===== config.mk =====
export PLATFORM = sky130hd
export DESIGN_NAME = bumc_ram
export DESIGN_NICKNAME = d
export VERILOG_FILES = /design/src/rtl/bumc_ram.sv
export SDC_FILE = /design/constraint.sdc
export NUM_CORES = 2
export LEC_CHECK = 0
export CORE_MARGIN = 4
export CORE_UTILIZATION = 50
export DETAILED_ROUTE_END_ITERATION = 8
export DONT_BUFFER_PORTS = 1
export GPL_TIMING_DRIVEN = 0
export PLACE_DENSITY = 0.68
export SETUP_SLACK_MARGIN = 0.2
export SLEW_MARGIN = 20
export SYNTH_ARGS = -nofsm -noshare
export SYNTH_HDL_FRONTEND = slang
export SYNTH_SLANG_ARGS = --single-unit

===== constraint.sdc =====
create_clock -name clk -period 5.97 [get_ports clk]
set_input_delay 0.2985 -clock clk [delete_from_list [all_inputs] [get_ports clk]]
set_output_delay 0.2985 -clock clk [all_outputs]
set_load 0.02 [all_outputs]

===== src/rtl/bumc_ram.sv =====
`timescale 1ns / 1ps
// ============================================================================
// bumc_ram
// Generic single-clock RAM with one write port and one registered read port.
// ============================================================================
module bumc_ram #(
  parameter int WIDTH = 64,
  parameter int DEPTH = 64
) (
  input  logic                                    clk,
  input  logic                                    we,
  input  logic [((DEPTH > 1) ? $clog2(DEPTH) : 1)-1:0] waddr,
  input  logic [WIDTH-1:0]                        wdata,
  input  logic [((DEPTH > 1) ? $clog2(DEPTH) : 1)-1:0] raddr,
  output logic [WIDTH-1:0]                        rdata_r
);

  logic [WIDTH-1:0] mem [DEPTH];

  always_ff @(posedge clk) begin
    if (we) begin
      mem[waddr] <= wdata;
    end
    rdata_r <= mem[raddr];
  end

endmodule


* Yosys cells after proc, flatten, opt, wreduce, memory -nomap -nowiden
Memories as Yosys holds them, arrays and structs flattened. A register that Yosys moved wholly into a read port is not among the register bits.
Cells that the tools add are included.
** Word-level totals
- Register bits :: 0
- Memories kept :: 1
- Output and inout bits :: 64
- Memory bits (writable) :: 4096
- Bits of input ports :: 78
** Operators by class
- Mux-type cells :: 2
** Memory list
- mem :: words 64, bits a word 64, read ports 1, clocked after Yosys merged registers in 1, write ports 1, line 18 : logic [WIDTH-1:0] mem [DEPTH];
** Operator list (number)
- $mux W1 :: 2

* Logic depth before layout (Yosys ltp)
- Word-level depth :: 2
- Gate-level depth with buffers :: 9
- Gate-level depth less buffers :: 5

* Least setup slack after synthesis
No wires, ideal clock.
- Path type :: input to register
- Start point :: input port waddr[3] (netlist name)
- End point :: memory mem[48][0], enable pin
- Arrival :: 5170 ps
- Cell stages on the path :: 4
- Required time :: 5406 ps
- Setup time :: 564 ps
- Setup slack :: 236 ps
- Buffers on the path :: 1
- Path through :: clkbuf_1 -> nor2b_1 -> nand4b_1 -> nor3_1
** RTL lines
- from (decl) :: line 12 : input logic [((DEPTH > 1) ? $clog2(DEPTH) : 1)-1:0] waddr,
- to (decl) :: line 18
Straight into the memory's write port.

==> reports/summary.txt <==
status: finished, final reports clean
top cell type by total area after synthesis: edfxtp_1
row cnt: 205
initial antenna violation count: 35
Core ar.: 0.312 mm2
HPWL after DPL: 283000 um
Die Y: 567 um
Fin Setup TNS: 0 ns
startpoint types: primary input
grt ovf: 0
most frequent cell after synthesis: edfxtp_1
Arr. time, crit path: 4.53 ns
Synth Cell Area: 0.156 mm2
Synth Flop Type: edfxtp_1
Rel. slew slack: 19.0%
layout cells sized above 1: 28.9%
Die Wd: 567 um
setup bufs post-CTS: 0
Async SR Flop Fraction: 0%
utilization after layout: 58.7%
later-pin clock latency in the skew report: 0.95 ns
number of flops mapped to enable cells by yosys: 4096
Lkg Pwr: 57.4 nW
number of global-route vias before repair: 77100
die area: 0.322 mm2
CP required: 6.66 ns
VDD IR-drop max: 0.336 mV
# DRC: 0
smallest hold slack: 0.0608 ns
fill count: 21300
Worst Tran Pin Value: 1.20 ns
worst setup margin: 2.13 ns
setup slack, reg-to-reg: 3.21 ns
Mapped Avg Cell Area: 23.7 um2
Port-buffer cells: 0
Fmax: 261 MHz
final wirelength: 423000 um
first-pass GRT wire length: 596000 um
# clock sinks: 4160
ANT nets after route: 0
Synth cell types: 33
post-layout min period: 3.84 ns
Fin Clk Skew: 0.0493 ns
CP endpoint kind: register
Hold Crit Class: in -> reg
pre-CTS setup slack: 1.47 ns
Yosys reg bits: 4160
Max Cap Viol: 0
WS Path Type: in -> reg
Area growth, synth to finish: 17.0%
Pins Over Slew Limit: 0
Nets: 7466
vias per inst: 6.47
root buf cell: clkbuf_16
Initial DRT Pass Iterations: 9
Cells after Synth: 6598
yosys warns: 0
unrepaired setup endpoints after global routing: false
post-synthesis net count: 6676
Starting Density: 50.2%
Multi-input gate area: 0.0308 mm2
gpl congestion: 0.825
Hold Crit Start: waddr[0]
cts bufs inserted: 405
CTS tree: done
Yosys top cell area share: 78.7%
top post-synthesis cells by count: edfxtp_1, mux4_2, buf_2
Seq/Total Area, Yosys: 79.5%
Power Density: 333 mW/mm2
via count: 76900
Synth area leaders: edfxtp_1, mux4_2, mux2i_1, dfxtp_1, a22oi_1
Period Utilization, post-route: 64.3%
clk slew on worst S/H paths: 0.06 ns
Ports: 142
CP Max Fanout: 10
pin count of the biggest net entering global routing: 65
Fin. Hold Viols: 0
worst flop-to-flop path startpoint: mem[59][6]
total global-route track usage: 26.2%
Longest Clk Path Bufs: 4
1st-iter DRT viols: 12000
DR WL/cell: 35.6 um
CP startpoint: raddr[2]
endpoints failing setup: 0
Register Area: 0.124 mm2
CTS H-tree lvls: 5
==> cell families after synthesis <==
group           count (synthesis)  synth area share (%)
mux                          1159                  15.6
compound gates                504                  2.48
buf+inv                       389                  1.18
simple gates                  386                  1.24
flops                        4160                  79.5
==> cell usage in the layout, fill, tap and decap left out, drive strengths merged, types with 2 or more instances in the layout <==
cell type	n
a211oi	63
a22o	88
a22oi	168
a2bb2oi	19
a31oi	18
a41oi	26
and2	3
and3	64
buf	549
bufinv	36
clkbuf	654
clkinv	156
clkinvlp	7
dfxtp	64
diode	23
dlygate4sd3	64
edfxtp	4096
inv	36
mux2i	135
mux4	1024
nand2	58
nand2b	11
nand3	45
nand3b	2
nand4	2
nor2	112
nor2b	28
nor3	2
o221ai	38
o22ai	83
or2	28
or3	29
==> final cells by class <==
type                            instances  share of cell area [%]
Sequential cell                      4160                    67.9
Clock buffer                          514                    6.00
Buffer                                370                   0.975
Timing Repair Buffer                  383                    4.26
Clock inverter                        216                    1.12
Antenna cell                           23                  0.0315
Inverter                               19                  0.0390
Multi-Input combinational cell       2049                    16.8
Tap cell                             4140                    2.83
==> worst paths after layout <==
kind                 end  depth (start not counted)
max           rdata_r[6]                          9
min          mem[49][10]                          2
max reg2reg   rdata_r[6]                          5
min reg2reg  rdata_r[46]                          4
==> repair_timing <==
item	4_1_cts	5_1_grt
hold endpoints to repair	4096	0
hold buffers	128	0
gates resized for setup	0	0
==> metal layers <==
metal  vias to the layer above  part of all wire, %  global-route usage, %
met3                       878                   12                   6.18
met2                      5020                   48                   40.8
met5                         -               0.0050                      0
met1                     40800                   36                   36.1
met4                         4                  4.8                   10.7
li1                      30100                    -                      -
==> flip-flops by register name, summed over array words and instances, names as in the netlist <==
signal	cells
mem	4096
rdata_r	64
==> where the power goes <==
part | internal [W] | switching, W | total (W)
Sequential | 0.0323 | 0.000159 | 0.0325
Clock | 0.0145 | 0.0107 | 0.0253
Combinational | 0.00115 | 0.00207 | 0.00322
Total | 0.0480 | 0.0130 | 0.0610
==> through the flow <==
stage / cells / cell area [um2] / total power (W)
final: 11900 / 183000 / 0.0610
after detailed placement: 11000 / 167000 / 0.0356
after global placement: 10700 / 162000 / 0.0356
after global routing: 11900 / 183000 / 0.0627
after floorplan: 6598 / 156000 / 0.0346
after CTS: 11900 / 183000 / 0.0612
==> worst max-delay path, cell delays in order <==
cell and delay [ns]:
buf_2 0.28, buf_4 0.31, buf_2 0.51, buf_2 0.71, buf_4 0.37, mux2i_1 0.14, o22ai_1 0.60, a31oi_1 0.29
a211oi_1 0.98
Note: power is estimated with default switching activity, not from simulation.
